## config.mk

```make
export PLATFORM = sky130hd
export DESIGN_NAME = pb_constraint_classifier_top
export DESIGN_NICKNAME = d
export VERILOG_FILES = /design/src/design/pbcc_pkg.sv /design/src/design/pb_constraint_classifier_top.sv /design/src/design/pbcc_front.sv /design/src/design/pbcc_fifo.sv /design/src/design/pbcc_back.sv
export SDC_FILE = /design/constraint.sdc
export NUM_CORES = 2
export LEC_CHECK = 0
export BUFFER_PORTS_ARGS = -buffer_cell sky130_fd_sc_hd__buf_2
export CAP_MARGIN = 0
export CORE_MARGIN = 4
export CORE_UTILIZATION = 50
export DETAILED_ROUTE_END_ITERATION = 6
export PLACE_DENSITY = 0.78
export RECOVER_POWER = 100
export SLEW_MARGIN = 5
export SYNTH_ARGS = -nofsm -noshare
export SYNTH_HDL_FRONTEND = slang
export SYNTH_HIERARCHICAL = 1
export SYNTH_SLANG_ARGS = --single-unit
```

## constraint.sdc

```tcl
create_clock -name clk -period 17.65 [get_ports clk]
set_clock_uncertainty 0.1 [all_clocks]
set_input_delay 1.765 -clock clk [delete_from_list [all_inputs] [get_ports clk]]
set_output_delay 1.765 -clock clk [all_outputs]
set_load 0.01 [all_outputs]
```

## src/design/pbcc_pkg.sv

```systemverilog
// shared types and constants of the pseudo-boolean constraint classifier
// no dependencies; imported by the front, back and top level

package pbcc_pkg;

  // fixed field widths
  localparam int BOUND_BITS    = 48;
  localparam int TERM_BITS     = 16;
  localparam int TALLY_BITS    = 32;
  localparam int VAR_OUT_BITS  = 24;
  localparam int SMAX_OUT_BITS = 47;
  localparam int SMIN_OUT_BITS = 48;
  localparam int NUM_CLASSES   = 5;

  typedef enum logic [1:0] {
    OP_CTERM = 2'd0,
    OP_CEND  = 2'd1,
    OP_OTERM = 2'd2,
    OP_OEND  = 2'd3
  } op_t;

  typedef enum logic [1:0] {
    OBJ_NONE = 2'd0,
    OBJ_OPEN = 2'd1,
    OBJ_DONE = 2'd2
  } obj_state_t;

  typedef enum logic {
    RK_OBJECTIVE  = 1'b0,
    RK_CONSTRAINT = 1'b1
  } rec_kind_t;

  typedef enum logic [2:0] {
    CLS_CLAUSE  = 3'd0,
    CLS_CARD_GE = 3'd1,
    CLS_CARD_EQ = 3'd2,
    CLS_PB_GE   = 3'd3,
    CLS_PB_EQ   = 3'd4
  } class_t;

  localparam logic REL_GE = 1'b0;
  localparam logic REL_EQ = 1'b1;

  // control part of one closed record queued between front and back
  typedef struct packed {
    rec_kind_t kind;
    logic      eq;
    logic      card;
  } rec_flags_t;

endpackage

```

## src/design/pb_constraint_classifier_top.sv

```systemverilog
// top level of the pseudo-boolean constraint classifier
// depends on pbcc_pkg, pbcc_front, pbcc_fifo, pbcc_back

// The classifier takes a tokenized pseudo-boolean instance one item per cycle
// (constraint term, constraint end, objective term, objective end) and gives
// one result per constraint end and per end of the first objective; later
// objectives are swallowed without a result. Terms never produce a result.
// The front end keeps the running term statistics (saturating positive and
// negative sums, smallest magnitude, equal-magnitude flag, term count and the
// largest variable index plus one) and on every closing end pushes a snapshot
// into a two-entry queue; the back end classifies it (clause, cardinality or
// general pb, >= or =), updates the tallies and loads the result register.
// out_valid is registered and rises once the record has left the queue. Items
// are taken every cycle; in_ready drops only while the queue holds two unread
// records, which happens when out_ready stays low; with one more record waiting
// in the result register a stalled consumer back-pressures after three ends.

module pb_constraint_classifier_top #(
  parameter int VAR_BITS   = 24,
  parameter int COEFF_BITS = 32,
  parameter int SUM_BITS   = 48
) (
  input  logic                               clk,
  input  logic                               rst_n,
  // input channel
  input  logic                               in_valid,
  output logic                               in_ready,
  input  logic [1:0]                         in_op,
  input  logic signed [COEFF_BITS-1:0]       in_coefficient,
  input  logic [VAR_BITS-1:0]                in_variable_index,
  input  logic                               in_relation,
  input  logic signed [pbcc_pkg::BOUND_BITS-1:0] in_bound,
  // result channel
  output logic                               out_valid,
  input  logic                               out_ready,
  output logic                               out_record_kind,
  output logic [2:0]                         out_class_code,
  output logic                               out_is_assignment,
  output logic                               out_is_unsat,
  output logic [pbcc_pkg::TALLY_BITS-1:0]    out_class_tally,
  output logic [pbcc_pkg::TALLY_BITS-1:0]    out_assignment_tally,
  output logic [pbcc_pkg::TALLY_BITS-1:0]    out_constraint_tally,
  output logic [pbcc_pkg::VAR_OUT_BITS-1:0]  out_variable_count,
  output logic                               out_unsat_seen,
  output logic [pbcc_pkg::TERM_BITS-1:0]     out_term_count,
  output logic [pbcc_pkg::SMAX_OUT_BITS-1:0] out_sum_max,
  output logic signed [pbcc_pkg::SMIN_OUT_BITS-1:0] out_sum_min
);
  import pbcc_pkg::*;

  localparam int QDEPTH = 2;
  localparam int FW = $bits(rec_flags_t);
  // queue entry: flags, bound, sums, smallest magnitude, terms, highest variable
  localparam int EW = FW + BOUND_BITS + 2 * SUM_BITS + COEFF_BITS + TERM_BITS + VAR_BITS;

  logic                        accept;
  logic                        push, pop, q_full, q_valid;
  op_t                         op;
  logic [EW-1:0]               q_in, q_out;

  // front side record
  rec_flags_t                  f_flags;
  logic signed [BOUND_BITS-1:0] f_bound;
  logic signed [SUM_BITS-1:0]  f_pos, f_neg;
  logic [COEFF_BITS-1:0]       f_small;
  logic [TERM_BITS-1:0]        f_terms;
  logic [VAR_BITS-1:0]         f_high;

  // back side record
  rec_flags_t                  b_flags;
  logic signed [BOUND_BITS-1:0] b_bound;
  logic signed [SUM_BITS-1:0]  b_pos, b_neg;
  logic [COEFF_BITS-1:0]       b_small;
  logic [TERM_BITS-1:0]        b_terms;
  logic [VAR_BITS-1:0]         b_high;

  assign in_ready = !q_full;
  assign accept   = in_valid && in_ready;
  assign op       = op_t'(in_op);

  pbcc_front #(
    .VAR_BITS  (VAR_BITS),
    .COEFF_BITS(COEFF_BITS),
    .SUM_BITS  (SUM_BITS)
  ) u_front (
    .clk           (clk),
    .rst_n         (rst_n),
    .accept        (accept),
    .op            (op),
    .coefficient   (in_coefficient),
    .variable_index(in_variable_index),
    .relation      (in_relation),
    .bound         (in_bound),
    .push          (push),
    .rec_flags     (f_flags),
    .rec_bound     (f_bound),
    .rec_pos       (f_pos),
    .rec_neg       (f_neg),
    .rec_smallest  (f_small),
    .rec_terms     (f_terms),
    .rec_highest   (f_high)
  );

  assign q_in = {f_flags, f_bound, f_pos, f_neg, f_small, f_terms, f_high};

  // decouples classification from term intake
  pbcc_fifo #(
    .WIDTH(EW),
    .DEPTH(QDEPTH)
  ) u_queue (
    .clk      (clk),
    .rst_n    (rst_n),
    .push     (push),
    .push_data(q_in),
    .full     (q_full),
    .pop      (pop),
    .not_empty(q_valid),
    .pop_data (q_out)
  );

  assign {b_flags, b_bound, b_pos, b_neg, b_small, b_terms, b_high} = q_out;

  pbcc_back #(
    .VAR_BITS  (VAR_BITS),
    .COEFF_BITS(COEFF_BITS),
    .SUM_BITS  (SUM_BITS)
  ) u_back (
    .clk                 (clk),
    .rst_n               (rst_n),
    .rec_valid           (q_valid),
    .pop                 (pop),
    .rec_flags           (b_flags),
    .rec_bound           (b_bound),
    .rec_pos             (b_pos),
    .rec_neg             (b_neg),
    .rec_smallest        (b_small),
    .rec_terms           (b_terms),
    .rec_highest         (b_high),
    .out_valid           (out_valid),
    .out_ready           (out_ready),
    .out_record_kind     (out_record_kind),
    .out_class_code      (out_class_code),
    .out_is_assignment   (out_is_assignment),
    .out_is_unsat        (out_is_unsat),
    .out_class_tally     (out_class_tally),
    .out_assignment_tally(out_assignment_tally),
    .out_constraint_tally(out_constraint_tally),
    .out_variable_count  (out_variable_count),
    .out_unsat_seen      (out_unsat_seen),
    .out_term_count      (out_term_count),
    .out_sum_max         (out_sum_max),
    .out_sum_min         (out_sum_min)
  );

endmodule

```

## src/design/pbcc_front.sv

```systemverilog
// front end: accepts items, accumulates term statistics, closes records
// depends on pbcc_pkg

module pbcc_front #(
  parameter int VAR_BITS   = 24,
  parameter int COEFF_BITS = 32,
  parameter int SUM_BITS   = 48
) (
  input  logic                               clk,
  input  logic                               rst_n,
  input  logic                               accept,
  input  pbcc_pkg::op_t                      op,
  input  logic signed [COEFF_BITS-1:0]       coefficient,
  input  logic [VAR_BITS-1:0]                variable_index,
  input  logic                               relation,
  input  logic signed [pbcc_pkg::BOUND_BITS-1:0] bound,
  output logic                               push,
  output pbcc_pkg::rec_flags_t               rec_flags,
  output logic signed [pbcc_pkg::BOUND_BITS-1:0] rec_bound,
  output logic signed [SUM_BITS-1:0]         rec_pos,
  output logic signed [SUM_BITS-1:0]         rec_neg,
  output logic [COEFF_BITS-1:0]              rec_smallest,
  output logic [pbcc_pkg::TERM_BITS-1:0]     rec_terms,
  output logic [VAR_BITS-1:0]                rec_highest
);
  import pbcc_pkg::*;

  localparam int AW = ((SUM_BITS > COEFF_BITS) ? SUM_BITS : COEFF_BITS) + 1;
  localparam logic signed [SUM_BITS-1:0] SUM_HIGH = {1'b0, {(SUM_BITS-1){1'b1}}};
  localparam logic signed [SUM_BITS-1:0] SUM_LOW  = {1'b1, {(SUM_BITS-1){1'b0}}};
  localparam logic [COEFF_BITS-1:0] MAG_ONES = '1;
  localparam logic [VAR_BITS-1:0]   VAR_ONES = '1;
  localparam logic [TERM_BITS-1:0]  TERM_ONES = '1;

  logic signed [SUM_BITS-1:0]   pos_r, pos_nxt;
  logic signed [SUM_BITS-1:0]   neg_r, neg_nxt;
  logic [COEFF_BITS-1:0]        small_r, small_nxt;
  logic [COEFF_BITS-1:0]        first_r, first_nxt;
  logic                         meq_r, meq_nxt;
  logic [TERM_BITS-1:0]         terms_r, terms_nxt;
  logic [VAR_BITS-1:0]          high_r, high_nxt;
  obj_state_t                   obj_r, obj_nxt;

  logic                         do_term;
  logic signed [COEFF_BITS:0]   c_ext;
  logic signed [COEFF_BITS:0]   mag_ext;
  logic [COEFF_BITS-1:0]        mag;
  logic signed [AW-1:0]         sum_p;
  logic signed [AW-1:0]         sum_n;
  logic [VAR_BITS-1:0]          v_inc;

  assign c_ext   = (COEFF_BITS+1)'(coefficient);
  assign mag_ext = (c_ext < 0) ? -c_ext : c_ext;
  assign mag     = mag_ext[COEFF_BITS-1:0];
  assign sum_p   = AW'(pos_r) + AW'(coefficient);
  assign sum_n   = AW'(neg_r) + AW'(coefficient);
  assign v_inc   = (variable_index == VAR_ONES) ? VAR_ONES : variable_index + 1'b1;

  always_comb begin
    do_term = 1'b0;
    push    = 1'b0;
    obj_nxt = obj_r;
    if (accept) begin
      case (op)
        OP_CTERM: do_term = 1'b1;
        OP_CEND:  push    = 1'b1;
        OP_OTERM: begin
          if (obj_r != OBJ_DONE) begin
            do_term = 1'b1;
            obj_nxt = OBJ_OPEN;
          end
        end
        OP_OEND: begin
          if (obj_r != OBJ_DONE) begin
            push    = 1'b1;
            obj_nxt = OBJ_DONE;
          end
        end
        default: ;
      endcase
    end
  end

  always_comb begin
    pos_nxt   = pos_r;
    neg_nxt   = neg_r;
    small_nxt = small_r;
    first_nxt = first_r;
    meq_nxt   = meq_r;
    terms_nxt = terms_r;
    high_nxt  = high_r;
    if (push) begin
      pos_nxt   = '0;
      neg_nxt   = '0;
      small_nxt = MAG_ONES;
      first_nxt = '0;
      meq_nxt   = 1'b0;
      terms_nxt = '0;
    end else if (do_term) begin
      if (coefficient < 0) begin
        neg_nxt = (sum_n < AW'(SUM_LOW)) ? SUM_LOW : sum_n[SUM_BITS-1:0];
      end else begin
        pos_nxt = (sum_p > AW'(SUM_HIGH)) ? SUM_HIGH : sum_p[SUM_BITS-1:0];
      end
      if (mag < small_r) small_nxt = mag;
      if (terms_r == '0) begin
        first_nxt = mag;
        meq_nxt   = 1'b1;
      end else if (mag != first_r) begin
        meq_nxt = 1'b0;
      end
      if (terms_r != TERM_ONES) terms_nxt = terms_r + 1'b1;
      if (v_inc > high_r) high_nxt = v_inc;
    end
  end

  always_ff @(posedge clk) begin
    if (!rst_n) begin
      pos_r   <= '0;
      neg_r   <= '0;
      small_r <= MAG_ONES;
      first_r <= '0;
      meq_r   <= 1'b0;
      terms_r <= '0;
      high_r  <= '0;
      obj_r   <= OBJ_NONE;
    end else begin
      pos_r   <= pos_nxt;
      neg_r   <= neg_nxt;
      small_r <= small_nxt;
      first_r <= first_nxt;
      meq_r   <= meq_nxt;
      terms_r <= terms_nxt;
      high_r  <= high_nxt;
      obj_r   <= obj_nxt;
    end
  end

  // record snapshot of the statistics before the clear
  assign rec_flags.kind = (op == OP_CEND) ? RK_CONSTRAINT : RK_OBJECTIVE;
  assign rec_flags.eq   = relation;
  assign rec_flags.card = (terms_r != '0) && meq_r;
  assign rec_bound      = bound;
  assign rec_pos        = pos_r;
  assign rec_neg        = neg_r;
  assign rec_smallest   = small_r;
  assign rec_terms      = terms_r;
  assign rec_highest    = high_r;

  a_clear_on_close: assert property (@(posedge clk) disable iff (!rst_n)
    push |=> (terms_r == '0) && (small_r == MAG_ONES) && (pos_r == '0) && (neg_r == '0))
    else $error("term statistics not cleared after a record closed");

endmodule

```

## src/design/pbcc_fifo.sv

```systemverilog
// small register queue between the front and back ends
// no package dependencies

module pbcc_fifo #(
  parameter int WIDTH = 8,
  parameter int DEPTH = 2
) (
  input  logic             clk,
  input  logic             rst_n,
  input  logic             push,
  input  logic [WIDTH-1:0] push_data,
  output logic             full,
  input  logic             pop,
  output logic             not_empty,
  output logic [WIDTH-1:0] pop_data
);

  localparam int PW = (DEPTH > 1) ? $clog2(DEPTH) : 1;
  localparam int CNTW = $clog2(DEPTH + 1);
  localparam logic [PW-1:0]   LAST_PTR = PW'(DEPTH - 1);
  localparam logic [CNTW-1:0] DEPTH_C  = CNTW'(DEPTH);

  logic [WIDTH-1:0] mem_r [DEPTH];
  logic [PW-1:0]    wr_r, wr_nxt;
  logic [PW-1:0]    rd_r, rd_nxt;
  logic [CNTW-1:0]  cnt_r, cnt_nxt;

  assign full      = (cnt_r == DEPTH_C);
  assign not_empty = (cnt_r != '0);
  assign pop_data  = mem_r[rd_r];

  always_comb begin
    wr_nxt  = wr_r;
    rd_nxt  = rd_r;
    cnt_nxt = cnt_r;
    if (push) wr_nxt = (wr_r == LAST_PTR) ? '0 : wr_r + 1'b1;
    if (pop)  rd_nxt = (rd_r == LAST_PTR) ? '0 : rd_r + 1'b1;
    if (push && !pop) cnt_nxt = cnt_r + 1'b1;
    else if (pop && !push) cnt_nxt = cnt_r - 1'b1;
  end

  always_ff @(posedge clk) begin
    if (!rst_n) begin
      wr_r  <= '0;
      rd_r  <= '0;
      cnt_r <= '0;
    end else begin
      wr_r  <= wr_nxt;
      rd_r  <= rd_nxt;
      cnt_r <= cnt_nxt;
    end
  end

  always_ff @(posedge clk) begin
    if (push) mem_r[wr_r] <= push_data;
  end

  a_count_bound: assert property (@(posedge clk) disable iff (!rst_n)
    (cnt_r <= DEPTH_C) && !(push && full && !pop))
    else $error("queue overflow");

endmodule

```

## src/design/pbcc_back.sv

```systemverilog
// back end: classifies closed records, keeps tallies, holds the result register
// depends on pbcc_pkg

module pbcc_back #(
  parameter int VAR_BITS   = 24,
  parameter int COEFF_BITS = 32,
  parameter int SUM_BITS   = 48
) (
  input  logic                               clk,
  input  logic                               rst_n,
  input  logic                               rec_valid,
  output logic                               pop,
  input  pbcc_pkg::rec_flags_t               rec_flags,
  input  logic signed [pbcc_pkg::BOUND_BITS-1:0] rec_bound,
  input  logic signed [SUM_BITS-1:0]         rec_pos,
  input  logic signed [SUM_BITS-1:0]         rec_neg,
  input  logic [COEFF_BITS-1:0]              rec_smallest,
  input  logic [pbcc_pkg::TERM_BITS-1:0]     rec_terms,
  input  logic [VAR_BITS-1:0]                rec_highest,
  output logic                               out_valid,
  input  logic                               out_ready,
  output logic                               out_record_kind,
  output logic [2:0]                         out_class_code,
  output logic                               out_is_assignment,
  output logic                               out_is_unsat,
  output logic [pbcc_pkg::TALLY_BITS-1:0]    out_class_tally,
  output logic [pbcc_pkg::TALLY_BITS-1:0]    out_assignment_tally,
  output logic [pbcc_pkg::TALLY_BITS-1:0]    out_constraint_tally,
  output logic [pbcc_pkg::VAR_OUT_BITS-1:0]  out_variable_count,
  output logic                               out_unsat_seen,
  output logic [pbcc_pkg::TERM_BITS-1:0]     out_term_count,
  output logic [pbcc_pkg::SMAX_OUT_BITS-1:0] out_sum_max,
  output logic signed [pbcc_pkg::SMIN_OUT_BITS-1:0] out_sum_min
);
  import pbcc_pkg::*;

  localparam int CW = ((SUM_BITS > BOUND_BITS) ? SUM_BITS : BOUND_BITS) + 2;
  localparam int HW = (VAR_BITS > VAR_OUT_BITS) ? VAR_BITS : VAR_OUT_BITS;

  logic [TALLY_BITS-1:0] cat_r [NUM_CLASSES];
  logic [TALLY_BITS-1:0] asg_r, asg_nxt;
  logic [TALLY_BITS-1:0] cons_r, cons_nxt;
  logic                  unsat_r, unsat_nxt;
  logic                  vld_r;

  logic signed [CW-1:0]  mx, mn, sm, b;
  logic                  unsat_c, assign_c, clause_c, is_con;
  class_t                cls;
  logic [TALLY_BITS-1:0] cat_inc;
  logic signed [63:0]    pos64, neg64;
  logic [HW-1:0]         high_ext;

  assign pop    = rec_valid && (!vld_r || out_ready);
  assign is_con = (rec_flags.kind == RK_CONSTRAINT);

  assign mx = CW'(rec_pos);
  assign mn = CW'(rec_neg);
  assign sm = CW'({1'b0, rec_smallest});
  assign b  = CW'(rec_bound);

  always_comb begin
    if (rec_flags.eq == REL_EQ) begin
      unsat_c  = (mn > b) || (mx < b);
      assign_c = (b == mx) || (b == mn);
      clause_c = 1'b0;
    end else begin
      unsat_c  = mx < b;
      assign_c = ((mx - sm) < b) && (mx > b);
      clause_c = (b > mn) && (b <= (mn + sm));
    end
    if (clause_c) cls = CLS_CLAUSE;
    else if (rec_flags.card) cls = (rec_flags.eq == REL_EQ) ? CLS_CARD_EQ : CLS_CARD_GE;
    else cls = (rec_flags.eq == REL_EQ) ? CLS_PB_EQ : CLS_PB_GE;
  end

  assign cat_inc = cat_r[cls] + 1'b1;

  always_comb begin
    asg_nxt   = asg_r;
    cons_nxt  = cons_r;
    unsat_nxt = unsat_r;
    if (pop && is_con) begin
      cons_nxt = cons_r + 1'b1;
      if (assign_c) asg_nxt = asg_r + 1'b1;
      if (unsat_c) unsat_nxt = 1'b1;
    end
  end

  always_ff @(posedge clk) begin
    if (!rst_n) begin
      for (int i = 0; i < NUM_CLASSES; i++) cat_r[i] <= '0;
      asg_r   <= '0;
      cons_r  <= '0;
      unsat_r <= 1'b0;
      vld_r   <= 1'b0;
    end else begin
      if (pop && is_con) cat_r[cls] <= cat_inc;
      asg_r   <= asg_nxt;
      cons_r  <= cons_nxt;
      unsat_r <= unsat_nxt;
      if (pop) vld_r <= 1'b1;
      else if (out_ready) vld_r <= 1'b0;
    end
  end

  assign pos64    = 64'(rec_pos);
  assign neg64    = 64'(rec_neg);
  assign high_ext = HW'(rec_highest);

  // result register, payload without reset
  always_ff @(posedge clk) begin
    if (pop) begin
      out_record_kind      <= rec_flags.kind;
      out_class_code       <= is_con ? cls : CLS_CLAUSE;
      out_is_assignment    <= is_con && assign_c;
      out_is_unsat         <= is_con && unsat_c;
      out_class_tally      <= is_con ? cat_inc : '0;
      out_assignment_tally <= asg_nxt;
      out_constraint_tally <= cons_nxt;
      out_variable_count   <= high_ext[VAR_OUT_BITS-1:0];
      out_unsat_seen       <= unsat_nxt;
      out_term_count       <= rec_terms;
      out_sum_max          <= pos64[SMAX_OUT_BITS-1:0];
      out_sum_min          <= neg64[SMIN_OUT_BITS-1:0];
    end
  end

  assign out_valid = vld_r;

  a_unsat_sticky: assert property (@(posedge clk) disable iff (!rst_n)
    unsat_r |=> unsat_r)
    else $error("unsat flag cleared");

  a_tally_step: assert property (@(posedge clk) disable iff (!rst_n)
    (pop && is_con) |=> (vld_r && out_constraint_tally == cons_r
                         && cons_r == $past(cons_r) + 1'b1))
    else $error("constraint tally out of step with results");

endmodule
```

; Word level (Yosys, flattened, before mapping)
; Memory sizes are Yosys's and may differ from the RTL's. A register that Yosys moved wholly into a read port is not among the register bits.
; Cells that the tools add are included.
[totals]
mem_count = 2
ff_bits = 511
word_cells = 149
mem_bits_rw = 598
inputBits = 111
output_inout_bits = 240
[classes]
n_eq_ne = 12
n_reduce_logical = 35
n_lt_le_gt_ge = 12
muxes = 44
n_addsub = 14
bitwise_logic = 3
[mem_list]
columns = memory, words, width, read_ports, rd_ports_with_merged_regs, wr, line
row1 = u_queue.mem_r, 2, 219, 1, 1, 1, pbcc_fifo.sv:23  ; logic [WIDTH-1:0] mem_r [DEPTH];
row2 = u_back.cat_r, 5, 32, 1, 0, 5, pbcc_back.sv:40  ; logic [TALLY_BITS-1:0] cat_r [NUM_CLASSES];
[op_table]
columns = cell, count
row1 = two-way mux 32 bit, 5
row2 = > comparator 48 bit, 3
row3 = adder 48 x 32 -> 49 bit, 2
row4 = "adder 32 x 1 -> 32 bit, second input constant", 3
row5 = equality test 48 bit, 2
row6 = two-way mux 48 bit, 2
row7 = "< comparator 32 x 1 -> 1 bit, second input constant", 2
row8 = adder 48 x 33 -> 49 bit, 1
row9 = "> comparator 49 x 48 -> 1 bit, second input constant", 1
row10 = <= comparator 48 x 49 -> 1 bit, 1
row11 = < comparator 49 x 48 -> 1 bit, 1
row12 = "< comparator 49 x 48 -> 1 bit, second input constant", 1
row13 = subtractor 48 x 33 -> 49 bit, 1
row14 = < comparator 48 bit, 1
row15 = < comparator 32 bit, 1
row16 = != test 32 bit, 1
row17 = negation 32 bit, 1
row18 = OR reduction 32 bit, 1
row19 = "adder 24 x 1 -> 24 bit, second input constant", 1
row20 = "equality test 24 bit, second input constant", 1
row21 = > comparator 24 bit, 1
row22 = two-way mux 1 bit, 24
row23 = two-way mux 24 bit, 1
row24 = "adder 16 x 1 -> 16 bit, second input constant", 1
row25 = other kinds (24), 61

; Logic depth before layout (Yosys ltp)
[depth]
ltp_word = 9
depth_mapped = 38

; Modules after synthesis
; The synthesis kept the hierarchy.
[modules_own_cells]
columns = mod, cells_per_inst, n_inst, seq_area_each_um2, area_each_um2
row1 = pbcc_back, 2804, 1, 16155.5, 31373.8
row2 = pbcc_fifo, 703, 1, 13252.7, 16160.5
row3 = pbcc_front, 1979, 1, 4063.9, 15782.6
row4 = pb_constraint_classifier_top, 2, 1, 0.0, 10.0

; Least setup slack after synthesis
; No wires, ideal clock.
[synth_timing]
path_type = input to register
start = input in_valid
end = register u_queue.wr_r
setup_ns = 0.103
stages = 5
setup_slack_ns = 4.762
required_time_ns = 17.447
t_arrival_ns = 12.685
path_cell_list = nor2b_1 nand3_1 inv_1 nor2b_1 o21a_1
[synth_via]
elab_chain_cells = 2
[synth_rtl]
columns = item, line
row1 = start: declaration, pb_constraint_classifier_top.sv:26  ; input logic in_valid,
row2 = logical AND 1 bit, pb_constraint_classifier_top.sv:78  ; assign accept = in_valid && in_ready;
row3 = two-way mux 1 bit, pbcc_front.sv:63  ; if (accept) begin
row4 = via push, pb_constraint_classifier_top.sv:57  ; logic push, pop, q_full, q_valid;
row5 = end signal: assignment, pbcc_fifo.sv:48  ; wr_r <= wr_nxt;
row6 = end: declaration, pbcc_fifo.sv:24  ; logic [PW-1:0] wr_r, wr_nxt;
; The timed path passes the listed nets, and every way through them passes these cells.
; A chain may end at the register's enable or synchronous reset.

==> results by stage <==
Run status:
- The flow ran to the end, but the final reports show violations.
- The final reports fail on capacitance limit, slew limit.

Place:
- After detailed placement, the design holds a cell count of 7277.
- The half-perimeter wire length of the detailed placement result is 122 mm.
- Input and output buffers added on the ports amount to 350.
- The placed cell area is 66200 um2.
- The congestion estimate from routability-driven global placement came to 0.944.

Synthesis:
- The synthesized netlist occupies a cell area of 63300 um2.
- Of all flip-flops after synthesis, the portion carrying an async set or reset was 0%.
- The post-synthesis sequential area ratio is 52.9%.
- The synthesized instance count is 5488.
- Synthesis inferred 1206 register bits.
- The most used flip-flop cell after synthesis is edfxtp_1.
- The count of synthesis-stage warnings from yosys is 6.
- The mean area per synthesized cell is 11.5 um2.
- The number of different library cells used by synthesis comes to 111.
- The number of nets handed over by synthesis was 6022.
- The count of flip-flops with a built-in enable after synthesis is 932.

STA:
- The ratio of final minimum period to clock period is 79.4%.
- The setup TNS is 0 ps.
- Setup repair after global routing left no endpoint under its margin.
- Setup violations remaining at the end of the flow were counted as 0.
- The transition time at the pin with the least slew margin is 9900 ps.
- The maximum operating frequency is 0.0714 GHz.
- The routed design could run at a clock period as short as 14010 ps.
- The total count of max-transition violations in the final report is 1553.
- Headroom to the max-slew limit came out at -560%.
- The number of hold violations in the final report is 0.

Routing:
- In the routed layout, each cell is associated on average with a via count of 6.02.
- The residual antenna-violating net count after detailed routing is 0.
- After detailed routing, the total wire length is 171 mm.
- For this block, the initial DRC count from the detailed router was 5237.
- The total number of vias is 45300.
- In the final routed layout, each cell accounts on average for 22.7 um.
- The number of detailed-routing iterations run before antenna repair is 6.
- The number of remaining DRC errors is 0.

Power:
- The design draws 10.6 mW.
- Across the VDD grid, the largest voltage drop is 0.112 mV.
- The leakage power is 27.2 nW.
- The areal power density over the cells is 152 nW/um2.

Worst setup path:
- The required time at the worst-slack endpoint is 17890 ps.
- The family with the most delay on the worst path is simple AND/OR/NAND/NOR gates.
- The critical path contains buffers and inverters numbering 3 combined.
- For this run, the slowest stage of the critical path takes 1970 ps.
- The worst setup path is captured at a flop.
- The critical path arrival is 14250 ps.
- Setup slack on the worst reg-to-reg path comes out at 3640 ps.
- In this run the worst path has a maximum fanout of 53.
- The highest-delay cell along the critical path is dfxtp_1.
- The worst setup path is launched from a flop.
- The critical path in this run is classified as flop to flop.

Clock tree:
- The buffer type at the clock tree root is clkbuf_16.
- Counting along the longest clock path gives a buffer depth of 3.
- TritonCTS created 132 clock buffers.
- The number of gates resized after CTS is 0.
- The number of sinks driven by the clock tree is 1206.
- The clock tree synthesis step divided the H-tree into 4 levels.
- Hold repair after CTS inserted 0 buffers.
- Buffers added to address setup during post-CTS repair amount to 0.
- The CTS tree is built.
- The source-to-sink clock delay at the later pin of the worst-skew pair is 770 ps.
- Clock-pin slew was measured on the worst setup and hold paths at 60 ps.

GRT:
- The first global-routing pass estimated 256 mm of wire.
- The overall fraction of global-route tracks in use is 25.1%.
- Entering global routing, the biggest net connects 164 pins.
- The leftover overflow at the end of global routing is 0.
- The via count of the first global-routing pass is 43900.
- The initial antenna violation count is 19.

Final layout:
- Once layout is complete, the utilization of the core stands at 55.6%.
- The top cell types in the final layout, fill and taps aside, are edfxtp_1 (932), ha_1 (418), nor2_1 (408).
- Cells with a size suffix above 1 make up 8.48% of the layout.
- The leading cell type in the layout, fill and taps excluded is edfxtp_1.
- The summed area of non-filler cells in the final layout is 69900 um2.
- After the last flow step, the layout net total stands at 6295.
- Excluding fillers, the count of instances in the completed layout stands at 7523.
- Compared with the post-synthesis result, the final layout area differs by 10.4%.

Floorplan:
- The region available for standard cell placement spans 126000 um2.
- The die extent in x is 364 um.
- The effective utilization at floorplan is 50.4%.
- The floorplan step defined a die boundary enclosing 132000 um2.
- Measured along the y axis, the die boundary spans 364 um.
- The site row count is 130.
- 351 I/O pins were placed.

Min path:
- The worst hold path belongs to the class flop to flop.

Job:
- The tool flagged a number of max-cap violations equal to 34.
[kinds of logic after synthesis]
kind of cell / synth area share [%]
muxes: 6.74
DFF: 52.9
AOI/OAI and AO/OA: 11.7
buffers and inverters: 4.03
adders and majority gates: 8.40
and+or+nand+nor: 11.3
xor gates and xnor gates: 4.94
[where the power goes]
part	internal [mW]	leakage (nW)	switching (mW)	total [mW]
clock	1.58	2.07	1.14	2.72
combinational	1.40	14.1	2.65	4.06
sequential	3.67	11.0	0.199	3.87
[worst paths after layout]
path                                              from                   to  cells past startpoint
worst max-delay path                              flop  u_back/cat_r[3][21]                     28
worst min-delay path            u_front/rec_highest[4]  u_queue/mem_r[1][4]                      0
worst max register to register                    flop  u_back/cat_r[3][21]                     28
worst min register to register  u_front/rec_highest[4]  u_queue/mem_r[1][4]                      0
[routing by layer]
metal / share of wire (%) / wire length (um) / track usage [%] / up-vias
met1: 42 / 71700 / 34.3 / 22100
met5: 0.019 / 33 / 0 / -
met2: 45 / 77400 / 39.5 / 2007
met3: 8.6 / 14800 / 4.77 / 376
met4: 4.1 / 7080 / 10.7 / 6
li1: - / - / - / 20800
[flip-flops by register name, summed over array words and instances (netlist names), 2 cells and up, named ones only]
| register | cells |
|---|---|
| u_back/out_variable_count | 24 |
| u_queue/mem_r | 438 |
| u_front/rec_neg | 48 |
| u_back/out_constraint_tally | 32 |
| u_front/obj_r | 2 |
| u_back/out_class_tally | 32 |
| u_back/cons_r | 32 |
| u_front/rec_highest | 24 |
| u_back/out_sum_min | 48 |
| u_front/rec_smallest | 32 |
| u_queue/cnt_r | 2 |
| u_back/asg_r | 32 |
| u_back/out_assignment_tally | 32 |
| u_back/out_class_code | 3 |
| u_front/first_r | 32 |
| u_front/rec_pos | 48 |
| u_front/rec_terms | 16 |
| u_back/out_term_count | 16 |
| u_back/cat_r | 256 |
| u_back/out_sum_max | 47 |
[layout make-up]
type,count,area [um2]
Antenna cell,9,22.5
Clock buffer,177,3620
Clock inverter,60,672
Fill cell,10500,55800
Inverter,296,1110
Multi-Input combinational cell,3728,27300
Sequential cell,1206,33500
Tap cell,1650,2060
Timing Repair Buffer,397,1670
[synth_stat cells, drive strengths merged (12+ instances only)]
library cell / n / area, um2
dfxtp: 274 / 5490
nand4: 97 / 607
mux2i: 124 / 1240
a2111oi: 15 / 131
inv: 294 / 1100
o311ai: 18 / 173
a21boi: 20 / 161
o21bai: 31 / 233
and3: 59 / 369
a311oi: 23 / 201
o21ai: 216 / 1100
buf: 88 / 591
ha: 419 / 5240
nor3: 87 / 488
a211oi: 30 / 240
nor2: 410 / 1540
and2: 96 / 601
or3: 22 / 158
a31oi: 35 / 219
or2: 13 / 81.3
nor2b: 63 / 394
xor2: 116 / 1020
o31ai: 29 / 246
a22o: 47 / 412
o21a: 40 / 315
o41ai: 13 / 114
a21o: 129 / 968
nand2b: 38 / 238
mux2: 245 / 2760
xnor2: 237 / 2100
nand3: 146 / 736
nand2: 331 / 1250
clkbuf: 170 / 848
and4: 17 / 149
nor4: 29 / 218
a21oi: 344 / 1720
edfxtp: 932 / 28000
mux4: 12 / 270
o211ai: 45 / 357
[worst reg2reg max path, delay by kind of cell (launching register included)]
kind	cells	cell delay (ps)
and+or+nand+nor	14	5550
adders and majority gates	2	680
xor gates and xnor gates	1	150
buffers and inverters	3	2380
muxes	1	460
DFF	1	1970
AOI/OAI and AO/OA	7	2260
[stage by stage]
stage / hold slack, ps / setup WS (ps)
6_report: 382 / 3640
4_1_cts: 378 / 6660
3_5_place_dp: 368 / 6740
3_3_place_gp: 356 / 6940
5_1_grt: 403 / 3020
2_1_floorplan: 346 / 4760
Note: power is estimated with default switching activity, not from simulation.
